==> config.mk <==
export PLATFORM = sky130hd
export DESIGN_NAME = hstm_ram
export DESIGN_NICKNAME = d
export VERILOG_FILES = /design/src/design/hstm_ram.sv
export SDC_FILE = /design/constraint.sdc
export NUM_CORES = 2
export LEC_CHECK = 0
export BUFFER_PORTS_ARGS = -buffer_cell sky130_fd_sc_hd__buf_2
export CORE_MARGIN = 10
export CORE_UTILIZATION = 60
export CTS_CLUSTER_DIAMETER = 30
export DETAILED_ROUTE_END_ITERATION = 10
export PLACE_DENSITY = 0.76
export SLEW_MARGIN = 0
export SYNTH_ARGS = -nofsm -noshare
export SYNTH_HDL_FRONTEND = slang
export SYNTH_SLANG_ARGS = --single-unit
==> constraint.sdc <==
create_clock -name clk -period 5.9 [get_ports clk]
set_input_delay 1.77 -clock clk [delete_from_list [all_inputs] [get_ports clk]]
set_output_delay 1.77 -clock clk [all_outputs]
set_load 0.005 [all_outputs]
==> src/design/hstm_ram.sv <==
// Generic single-port synchronous RAM with registered read data.
module hstm_ram #(
  parameter int WIDTH  = 8,
  parameter int DEPTH  = 256,
  parameter int ADDR_W = (DEPTH > 1) ? $clog2(DEPTH) : 1
) (
  input  logic              clk,
  input  logic              en,
  input  logic              we,
  input  logic [ADDR_W-1:0] addr,
  input  logic [WIDTH-1:0]  wdata,
  output logic [WIDTH-1:0]  rdata
);

  logic [WIDTH-1:0] mem [DEPTH];

  // Write when enabled; read data updates only on an enabled access.
  always_ff @(posedge clk) begin
    if (en) begin
      if (we) begin
        mem[addr] <= wdata;
      end
      rdata <= mem[addr];
    end
  end

endmodule

==> results.py <==
metrics = {
    "clocking": {
        "cts_tree": "done",
        "cts_hold_buf": 0,
        "cts-resized-gates": 0,
        "cts_max_level": 5,
        "postCtsSetupBuffers": 0,
        "clkLatencyLatePin_ns": 0.91,
        "clock_sinks": 2056,
        "root_buffer": "clkbuf_16",
        "tritoncts.num_buffers": 376,
        "path_clk_slew_ns": 0.06,
        "max-clock-path-buffers": 4,
    },
    "setup_path": {
        "worstSetupStartpoint": "addr[0]",
        "cp_max_fo": 57,
        "critPathKind": "input pin to flop",
        "r2r_slack_ns": 2.85,
        "critPathRequiredTime_ns": 6.51,
        "crit_end": "rdata[7]$_DFFE_PP_",
        "path_depth": 9,
        "cp-end-kind": "flop",
        "cp_top_family": "compound AO/OA/AOI/OAI gates",
        "max_stage_delay_ns": 0.99,
        "path_common_cell": "buf_4",
        "r2r-start": "mem[207][0]$_DFFE_PP_",
        "critPathLaunchType": "input pin",
        "reg2reg_to": "rdata[0]$_DFFE_PP_",
        "rr_worst_depth": 6,
        "slowest_stage": "o41ai_1",
        "cp.buffers_inverters": 4,
        "crit_chain": "buf_8 > buf_12 > buf_4 > mux4_2 > a22oi_1 > a21oi_1 > o41ai_1 > buf_4 > nand4_1",
        "crit_arrival_ns": 5.48,
    },
    "grt": {
        "grt_usage_pct": 29.5,
        "antenna_found_initial": 9,
        "grt_pass1_wl_um": 312000,
        "grt_max_degree": 174,
        "gr-total-overflow": 0,
        "first_global_vias": 43300,
    },
    "drt": {
        "drtAntennaViolNets": 0,
        "drt_iter0_drc": 6453,
        "wl_met2_um": 104000,
        "wl_per_cell_um": 36.0,
        "drcViolationCount": 0,
        "wl_met1_um": 72200,
        "wl_met3_um": 26500,
        "drtPass1Iterations": 6,
        "finalWirelength_um": 214000,
        "avgViaCountPerCell": 7.02,
        "top_layer": "met5",
        "vias": 41600,
    },
    "floorplan": {
        "ios": 27,
        "rows": 132,
        "core_um2": 130000,
        "die_area_um2": 145000,
        "chipHeight_um": 381,
        "initial_core_util_pct": 60.4,
        "die_x_um": 381,
    },
    "power": {
        "p_per_area_nw_per_um2": 413,
        "p_comb_share_pct": 3.5,
        "p_int_mw": 30.4,
        "clkPwrFrac_pct": 55.0,
        "p_sw_share_pct": 21.8,
        "power_mw": 38.9,
        "p_seq_share_pct": 41.5,
        "power.switching_mw": 8.46,
        "ir_worst_vdd_mv": 0.273,
        "leakagePower_nw": 29.9,
    },
    "worst_hold_path": {
        "whs_path_depth": 5,
        "holdCritPathClass": "flop to flop",
    },
    "timing": {
        "finalSetupTns_ns": 0,
        "slew_headroom_pct": 14.0,
        "finalWorstSetupSlack_ns": 1.04,
        "tightest_slew_ns": 1.29,
        "finalSetupViolCount": 0,
        "hold_viol_final": 0,
        "fmaxAchievable_mhz": 206,
        "skew_ns": 0.0435,
        "maxSlewViolCount": 0,
        "rsz0062_at_grt": "no",
        "period_share_pct": 82.4,
        "period_needed_ns": 4.86,
    },
    "place": {
        "pre_cts_ws_ns": 0.279,
        "placed_cells": 5265,
        "dp_hpwl_um": 108000,
        "gp_congestion": 0.836,
        "port_buffers": 26,
        "place_area_um2": 81700,
    },
    "yosys": {
        "ys_ff_latch": 2056,
        "ys_warn_count": 0,
        "yosys.area.top_type": "edfxtp_1",
        "synth_edf_count": 2056,
        "synth_fp_nets": 3544,
        "ys_top_cells_by_count": "edfxtp_1 (2056), mux4_2 (512), nor2_1 (259)",
        "yosysMostFrequentCell": "edfxtp_1",
        "synth.distinct_cells": 21,
        "synth_cells": 3525,
        "syn_area_um2": 78400,
        "syn_avg_cell_area_um2": 22.2,
        "synth_area_leaders": "edfxtp_1 (79%), mux4_2 (15%), a22oi_1 (2.5%), nor2_1 (1.2%), a21oi_1 (0.82%)",
        "async_flop_share_pct": 0,
        "ys_seq_area_share_pct": 78.8,
        "ys.flop_type": "edfxtp_1",
        "synth_top_area_share_pct": 78.8,
    },
    "layout": {
        "fill_cells": 6628,
        "final_layout_size_suffix_gt1_share_pct": 32.5,
        "seq_area_um2": 61700,
        "syn2layout_area_growth_pct": 20.2,
        "fin_nets": 3920,
        "final-instance-count-excl-fill": 5933,
        "design_area_um2": 94200,
        "multi_input_area_um2": 15700,
    },
    "flow_run": {
        "cap_violations": 0,
    },
    "status": {
        "outcome": "finished clean",
    },
}
tightest hold or removal path, cell delays in order, from the launching register on:
cell and delay, ns:
edfxtp_1 0.32, mux4_2 0.25, a22oi_1 0.08, a21oi_1 0.19, o41ai_1 0.09, nand4_1 0.09
per-layer routing:
metal  vias to the layer above  global-route usage (%)
met5                         -                       0
met4                        14                    14.3
met3                       699                    7.56
met2                      3524                    46.3
met1                     21500                    39.0
li1                      15900                       -
layout make-up:
| type | instances | share of cell area, % |
|---|---|---|
| Sequential cell | 2056 | 65.6 |
| Timing Repair Buffer | 223 | 2.16 |
| Clock inverter | 252 | 3.02 |
| Multi-Input combinational cell | 1244 | 16.7 |
| Antenna cell | 4 | 0.0106 |
| Clock buffer | 412 | 10.3 |
| Tap cell | 1742 | 2.31 |
cell usage in the layout (no fill, tap or decap), drive strengths merged:
| cell | netlist | routed |
|---|---|---|
| a21oi | 128 | 128 |
| nor3 | 1 | 1 |
| inv | 0 | 47 |
| mux4 | 512 | 512 |
| nand4 | 8 | 8 |
| nor2 | 259 | 259 |
| clkinvlp | 0 | 44 |
| nand2b | 2 | 2 |
| nand2 | 30 | 30 |
| nor2b | 6 | 6 |
| or2 | 1 | 1 |
| nor3b | 2 | 2 |
| a22oi | 256 | 256 |
| clkinv | 0 | 117 |
| buf | 82 | 215 |
| nand3 | 4 | 4 |
| o41ai | 32 | 32 |
| diode | 0 | 4 |
| edfxtp | 2056 | 2056 |
| bufinv | 0 | 44 |
| clkbuf | 143 | 420 |
| and4 | 1 | 1 |
| and2 | 2 | 2 |
worst min path at each step:
stage,from,endpoint,slack [ns]
after floorplan,mem[146][0]$_DFFE_PP_,rdata[0]$_DFFE_PP_,0.90
after global placement,mem[108][0]$_DFFE_PP_,rdata[0]$_DFFE_PP_,1.00
after detailed placement,mem[110][0]$_DFFE_PP_,rdata[0]$_DFFE_PP_,1.02
after CTS,mem[84][4]$_DFFE_PP_,rdata[4]$_DFFE_PP_,1.12
after global routing,mem[86][4]$_DFFE_PP_,rdata[4]$_DFFE_PP_,1.18
final,mem[93][6]$_DFFE_PP_,rdata[6]$_DFFE_PP_,1.13
power groups by stage:
stage                     Combinational [mW]  Sequential, mW  Clock, mW
after floorplan                        0.689            16.4          0
after global placement                  1.27            16.4          0
after detailed placement                1.30            16.4          0
after CTS                               1.34            16.1       21.4
after global routing                    1.41            16.1       22.1
final                                   1.36            16.1       21.4
cells by family after synthesis:
group	after synthesis	synth area share (%)
AO/OA/AOI/OAI	416	3.63
buffers and inverters	225	1.27
flip-flops	2056	78.8
multiplexers	512	14.7
AND/OR/NAND/NOR	316	1.60
flip-flops by register name, indices dropped and copies added (netlist names):
signal / cells
mem: 2048
rdata: 8
per-stage QoR:
step / utilization [%] / hold slack [ns]
final: 72.6 / 1.13
after global routing: 72.6 / 1.18
after CTS: 72.6 / 1.12
after detailed placement: 63.0 / 1.02
after global placement: 63.0 / 1.00
after floorplan: - / 0.896
(Power assumes the default switching activity.)
