===== src/design/hstm_pkg.sv =====
// Shared types, constants and helper functions of the hit sequence table match block.
package hstm_pkg;

  // Default table depth; the top level takes its TABLE_DEPTH parameter from here.
  localparam int TABLE_DEPTH_DEF = 256;

  // Number of hit code fields in a request, and how many of them a query may use.
  localparam int HIT_FIELDS = 4;
  localparam int MAX_HITS   = 4;

  // Field widths.
  localparam int CODE_W   = 8;
  localparam int HIT_W    = 9;
  localparam int COUNT_W  = 3;
  localparam int ROW_W    = 8;
  localparam int PROB_W   = 16;
  localparam int MECH_W   = 8;
  localparam int RCOUNT_W = 9;

  // Input request tdata layout, lowest bit first.
  localparam int IN_ROW_LO   = 0;
  localparam int IN_HIT_LO   = 8;
  localparam int IN_CNT_LO   = 44;
  localparam int IN_TAIL_LO  = 47;
  localparam int IN_PROB_LO  = 55;
  localparam int IN_MECH_LO  = 71;
  localparam int IN_ESC_BIT  = 79;
  localparam int IN_DATA_W   = 80;

  // Output request tdata layout.
  localparam int OUT_DATA_W  = 32;

  // Opcodes carried in s_tuser.
  localparam logic OP_WRITE  = 1'b0;
  localparam logic OP_LOOKUP = 1'b1;

  // Configuration register indexes.
  localparam logic CFG_ROW_COUNT   = 1'b0;
  localparam logic CFG_ESCAPE_CODE = 1'b1;
  localparam int   CFG_INDEX_W     = 1;
  localparam int   CFG_DATA_W      = 9;

  // One stored row pattern: tail code, four codes and the hit count (43 bits).
  typedef struct packed {
    logic [CODE_W-1:0]                 tail;
    logic [HIT_FIELDS-1:0][CODE_W-1:0] code;
    logic [COUNT_W-1:0]                count;
  } pattern_t;

  // One stored row payload: mechanism and probability (24 bits).
  typedef struct packed {
    logic [MECH_W-1:0] mech;
    logic [PROB_W-1:0] prob;
  } payload_t;

  // A lookup query as held during a scan.
  typedef struct packed {
    logic [COUNT_W-1:0]                len;
    logic [HIT_FIELDS-1:0][CODE_W-1:0] code;
    logic                              esc_req;
    logic [CODE_W-1:0]                 escape_code;
  } query_t;

  // Query length: leading non-negative codes, at most MAX_HITS of them.
  function automatic logic [COUNT_W-1:0] query_len(
    input logic [HIT_FIELDS-1:0][HIT_W-1:0] hits
  );
    logic [COUNT_W-1:0] len;
    logic               stop;
    len  = '0;
    stop = 1'b0;
    for (int k = 0; k < HIT_FIELDS; k++) begin
      if (!stop && (k < MAX_HITS) && !hits[k][HIT_W-1]) begin
        len = len + COUNT_W'(1);
      end else begin
        stop = 1'b1;
      end
    end
    return len;
  endfunction

endpackage


===== src/design/hstm_row_cmp.sv =====
// Compares one stored row pattern against the active lookup query.
module hstm_row_cmp (
  input  hstm_pkg::query_t   query,
  input  hstm_pkg::pattern_t row,
  output logic               hit
);

  logic codes_ok;
  logic esc_ok;

  // Leading codes up to the query length must all agree.
  always_comb begin
    codes_ok = 1'b1;
    for (int j = 0; j < hstm_pkg::HIT_FIELDS; j++) begin
      if ((hstm_pkg::COUNT_W'(j) < query.len) && (row.code[j] != query.code[j])) begin
        codes_ok = 1'b0;
      end
    end
  end

  // The tail check applies only to a nonempty query that asks for it.
  assign esc_ok = !query.esc_req || (query.len == '0) || (row.tail == query.escape_code);

  assign hit = (row.count == query.len) && codes_ok && esc_ok;

endmodule


===== config.mk =====
export PLATFORM = sky130hd
export DESIGN_NAME = hstm_row_cmp
export DESIGN_NICKNAME = d
export VERILOG_FILES = /design/src/design/hstm_pkg.sv /design/src/design/hstm_row_cmp.sv
export SDC_FILE = /design/constraint.sdc
export NUM_CORES = 1
export LEC_CHECK = 0
export BUFFER_PORTS_ARGS = -buffer_cell sky130_fd_sc_hd__buf_2
export CORE_MARGIN = 1
export CORE_UTILIZATION = 31
export DETAILED_ROUTE_END_ITERATION = 10
export PLACE_DENSITY = 0.91
export SYNTH_ARGS = -nofsm -noshare
export SYNTH_HDL_FRONTEND = slang
export SYNTH_SLANG_ARGS = --single-unit

===== constraint.sdc =====
create_clock -name vclk -period 2.4
set_input_delay 0.48 -clock vclk [all_inputs]
set_output_delay 0.48 -clock vclk [all_outputs]
set_load 0.05 [all_outputs]

==> results.tsv, run 1 <==
metric	value	unit
Synth warnings	0	
post-synthesis sequential area ratio	0	%
Final Hold Vio Count	0	
Max-cap violations	0	
critical path type	input port to output pin	
Final ANT Viol Nets	0	
Pint	103	uW
FFs & Latches	0	
Post-CTS Setup Bufs	0	
fin crit share	85.8	%
P_sw	57.2	uW
FILL cells	145	
final count of pins violating max slew	0	
post-synthesis cell type count	9	
area growth from synthesis to layout	91.8	%
hold depth	5	
first-pass GRT wire length	2550	um
Setup TNS	0	ns
final instance area	962	um^2
# IOs	88	
mean area per synthesized cell	7.96	um^2
Leak	0.454	nW
CP startpoint kind	input port	
post-detail-place hpwl	1550	um
Hold Crit Endpoint	hit	
number of global-route vias before repair	738	
vias	762	
switching share of power	35.8	%
status	complete, no violations	
die width	42.2	um
Crit Path Max Fanout	3	
register area	0	um^2
critical path required time	1.92	ns
Critical Path End Type	output pin	
final setup violation count	0	
WL final	1580	um
I/O Buffers	88	
Clk pwr share	0	%
RD Place Congestion	0.781	
DRC violations left	0	
All-Layer GR Usage	17.3	%
Final min period	2.06	ns
Post-DP Area	962	um^2
Reg power frac	0	%
largest net degree at the start of global routing	6	
Worst-Margin Slew	0.252	ns
Max-Slew Margin vs Limit	83.3	%
Synth Net Count	150	
drt first pass iters	4	
Setup crit start	query[41]	
initial DRC count	5	
drt wl/cell	9.44	um
unrepaired setup endpoints after global routing	no	
number of core rows	14	
worst hold path type	input port to output pin	
die area	1780	um^2
Core Box Area	1510	um^2
Max Clk Rate	486	MHz
Initial Util	33.3	%
Combinational Power Share	100.0	%
Final Power	160	uW
nets	240	
Hold Crit Start	row[0]	
worst-case vdd ir drop	0.0000834	V
pwr dens	166	nW/um^2
vias per cell	4.56	
antenna violations before repair	0	
CP arrival	1.58	ns
layout cell share with drive strength beyond 1	58.9	%
post_cts resized	0	
die height	42.2	um
total grt overflow	0	
synthesized instance count	63	
Post-Syn Area	502	um^2
ANT cells	0	
hold buffer count at CTS	0	
clock buffers	0	
## metrics by stage
step	worst slack [ns]	hold slack, ns	utilization (%)	instances
after floorplan	0.189	1.24	-	63
after global placement	0.367	1.40	63.9	167
after detailed placement	0.327	1.41	63.9	167
after CTS	0.327	1.41	63.9	167
after global routing	0.256	1.44	63.9	167
final	0.341	1.40	63.9	167
## Yosys cell counts
cell type / instances / area, um^2
o2111ai_1: 1 / 8.76
a21oi_1: 1 / 5.00
o211ai_2: 1 / 12.5
o22ai_1: 1 / 6.26
o21ai_0: 2 / 10.0
nor2_1: 2 / 7.51
xnor2_1: 43 / 377
or3_1: 1 / 6.26
nand4_1: 11 / 68.8
## worst max-delay path, cell delays in order
cell       delay, ns
buf_2           0.12
or3_1           0.40
o211ai_2        0.08
o2111ai_1       0.11
nor2_1          0.11
buf_2           0.27
## worst max path at each step
stage          endpoint  slack [ns]  cells after the start
4_1_cts             hit        0.33                      6
2_1_floorplan       hit        0.19                      4
5_1_grt             hit        0.26                      6
6_report            hit        0.34                      6
3_5_place_dp        hit        0.33                      6
3_3_place_gp        hit        0.37                      6
## power by group through the flow
stage | Clock, mW | Sequential, mW | Combinational, mW
6_report | 0 | 0 | 0.160
5_1_grt | 0 | 0 | 0.176
3_5_place_dp | 0 | 0 | 0.161
2_1_floorplan | 0 | 0 | 0.0722
4_1_cts | 0 | 0 | 0.162
3_3_place_gp | 0 | 0 | 0.156
## layer usage
layer | part of all wire [%] | vias up | GRT usage (%)
met5 | 0 | - | 0
met4 | 0 | 0 | 1.25
met3 | 8.4 | 0 | 0.862
met1 | 30 | 321 | 13.8
met2 | 61 | 42 | 42.8
li1 | - | 399 | -
## layout by cell type, fill, tap and decap left out
| cell type | n |
|---|---|
| buf_2 | 88 |
| xnor2_1 | 43 |
| nand4_1 | 11 |
| nor2_1 | 2 |
| o21ai_0 | 2 |
| a21oi_1 | 1 |
| o22ai_1 | 1 |
| or3_1 | 1 |
| o211ai_2 | 1 |
| o2111ai_1 | 1 |
## area by class of cell
type / count / area (um^2) / area share (%)
multi-input combinational: 63 / 502 / 52.1
tap: 16 / 20.0 / 2.08
timing repair buffer: 88 / 440 / 45.8
## logic make-up after synthesis
logic type      Yosys count  synth area share, %
compound gates            6                 8.48
xor+xnor                 43                 75.1
simple gates             14                 16.5
Note: power is estimated with default switching activity, not from simulation.
==> run 2: changes to the inputs <==
Settings changed: CORE_UTILIZATION 31 to 26, PLACE_DENSITY 0.91 to 0.81.
Clock period 2.4 ns to 1.69 ns, I/O delays scaled along.
==> results.tsv, run 2 (synthesis gave the netlist of run 1 again) <==
metric	value	unit
Pint	170	uW
Max Clk Rate	592	MHz
FFs & Latches	0	
total grt overflow	0	
status	complete, but fails checks	
Worst-Margin Slew	0.220	ns
vias	793	
Leak	0.518	nW
first-pass GRT wire length	2210	um
drt wl/cell	9.46	um
final setup margin	-0.0000840	ns
initial DRC count	0	
Critical Path End Type	output pin	
P_sw	90.6	uW
cell with the largest stage delay on the worst path	o211ai_2	
Hold Crit Start	query[8]	
Final Hold Vio Count	0	
RD Place Congestion	0.637	
worst-case vdd ir drop	0.000121	V
largest net degree at the start of global routing	5	
pwr dens	233	nW/um^2
Setup TNS	-0.0000840	ns
die width	45.9	um
final setup violation count	1	
Setup crit start	query[3]	
I/O Buffers	88	
CP Buf/Inv Count	2	
Core Box Area	1760	um^2
Final min period	1.69	ns
Finished Layout Cells	179	
worst hold slack	1.11	ns
worst slack, placed	-0.172	ns
DRC violations left	0	
number of global-route vias before repair	685	
Max-Slew Margin vs Limit	85.3	%
unrepaired setup endpoints after global routing	yes	
worst hold path type	input port to output pin	
Worst path top cell family by delay	compound AO/OA/AOI/OAI gates	
Post-CTS Setup Bufs	0	
WL final	1690	um
Combinational Power Share	100.0	%
commonest non-fill, non-tap cell in the layout	buf_2	
Post-DP Area	1000	um^2
FILL cells	166	
Critical Path Sink	hit	
Final ANT Viol Nets	0	
ANT cells	0	
layout cell share with drive strength beyond 1	66.9	%
final instance area	1120	um^2
Max-cap violations	0	
register area	0	um^2
Crit Path Max Fanout	1	
Reg power frac	0	%
commonest non-fill, non-tap cells in the layout	80 x buf_2, 38 x xnor2_1, 11 x nand4_1, 8 x buf_6, 5 x xnor2_2	
area growth from synthesis to layout	122	%
# IOs	88	
drt first pass iters	1	
violated checks	setup timing	
clock buffers	0	
switching share of power	34.8	%
CP arrival	1.35	ns
nets	243	
critical path type	input port to output pin	
antenna violations before repair	0	
post-layout util	63.3	%
Clk pwr share	0	%
slowest stage delay, CP	0.17	ns
number of core rows	15	
All-Layer GR Usage	13.7	%
die height	45.9	um
critical path required time	1.35	ns
die area	2110	um^2
Final Power	261	uW
CP startpoint kind	input port	
Critical Path Stages	7	
vias per cell	4.43	
fin crit share	100	%
post-placement cell count	179	
hold buffer count at CTS	0	
CP cell instances	buf_2 -> xnor2_1 -> nand4_1 -> o211ai_2 -> o2111ai_2 -> nor2_4 -> buf_6	
Initial Util	28.4	%
final count of pins violating max slew	0	
-- run 2: changes by cell type in the layout (fill, tap and decap cells not counted), sizes merged --
cell and delta:
buf +3
-- run 2: what timing repair did --
| item | CTS | global route |
|---|---|---|
| pin swaps | 5 | 11 |
| gates resized for setup | 8 | 13 |
| endpoints found under the setup margin | 1 | 1 |
-- run 2: worst min-delay path, delay by kind of cell --
kind | cells | cell delay (ns)
AOI/OAI and AO/OA | 2 | 0.17
buffers and inverters | 2 | 0.23
and+or+nand+nor | 1 | 0.04
-- run 2: power groups by stage --
stage / Combinational [mW] / Sequential [mW] / Clock [mW]
finish: 0.261 / 0 / 0
global placement: 0.226 / 0 / 0
global route: 0.285 / 0 / 0
detailed placement: 0.235 / 0 / 0
CTS: 0.240 / 0 / 0
floorplan: 0.103 / 0 / 0
-- run 2: how the worst min path moves through the flow --
stage | endpoint | slack (ns) | depth (start not counted)
6_report | hit | 1.11 | 5
2_1_floorplan | hit | 0.91 | 3
3_3_place_gp | hit | 1.17 | 5
5_1_grt | hit | 1.14 | 5
3_5_place_dp | hit | 1.17 | 5
4_1_cts | hit | 1.11 | 5
-- run 2: layer usage --
metal  vias to the layer above  track usage [%]  routed length, um
met5                         -                0                  0
met4                         0             2.35                 14
met3                         2            0.794                212
met2                        53             34.9                956
met1                       334             9.30                511
li1                        404                -                  -
-- run 2: cell type report --
cell class / instances / area, um^2 / area share [%]
Tap cell: 25 / 31.3 / 2.80
Multi-Input combinational cell: 63 / 572 / 51.2
Timing Repair Buffer: 91 / 513 / 46.0
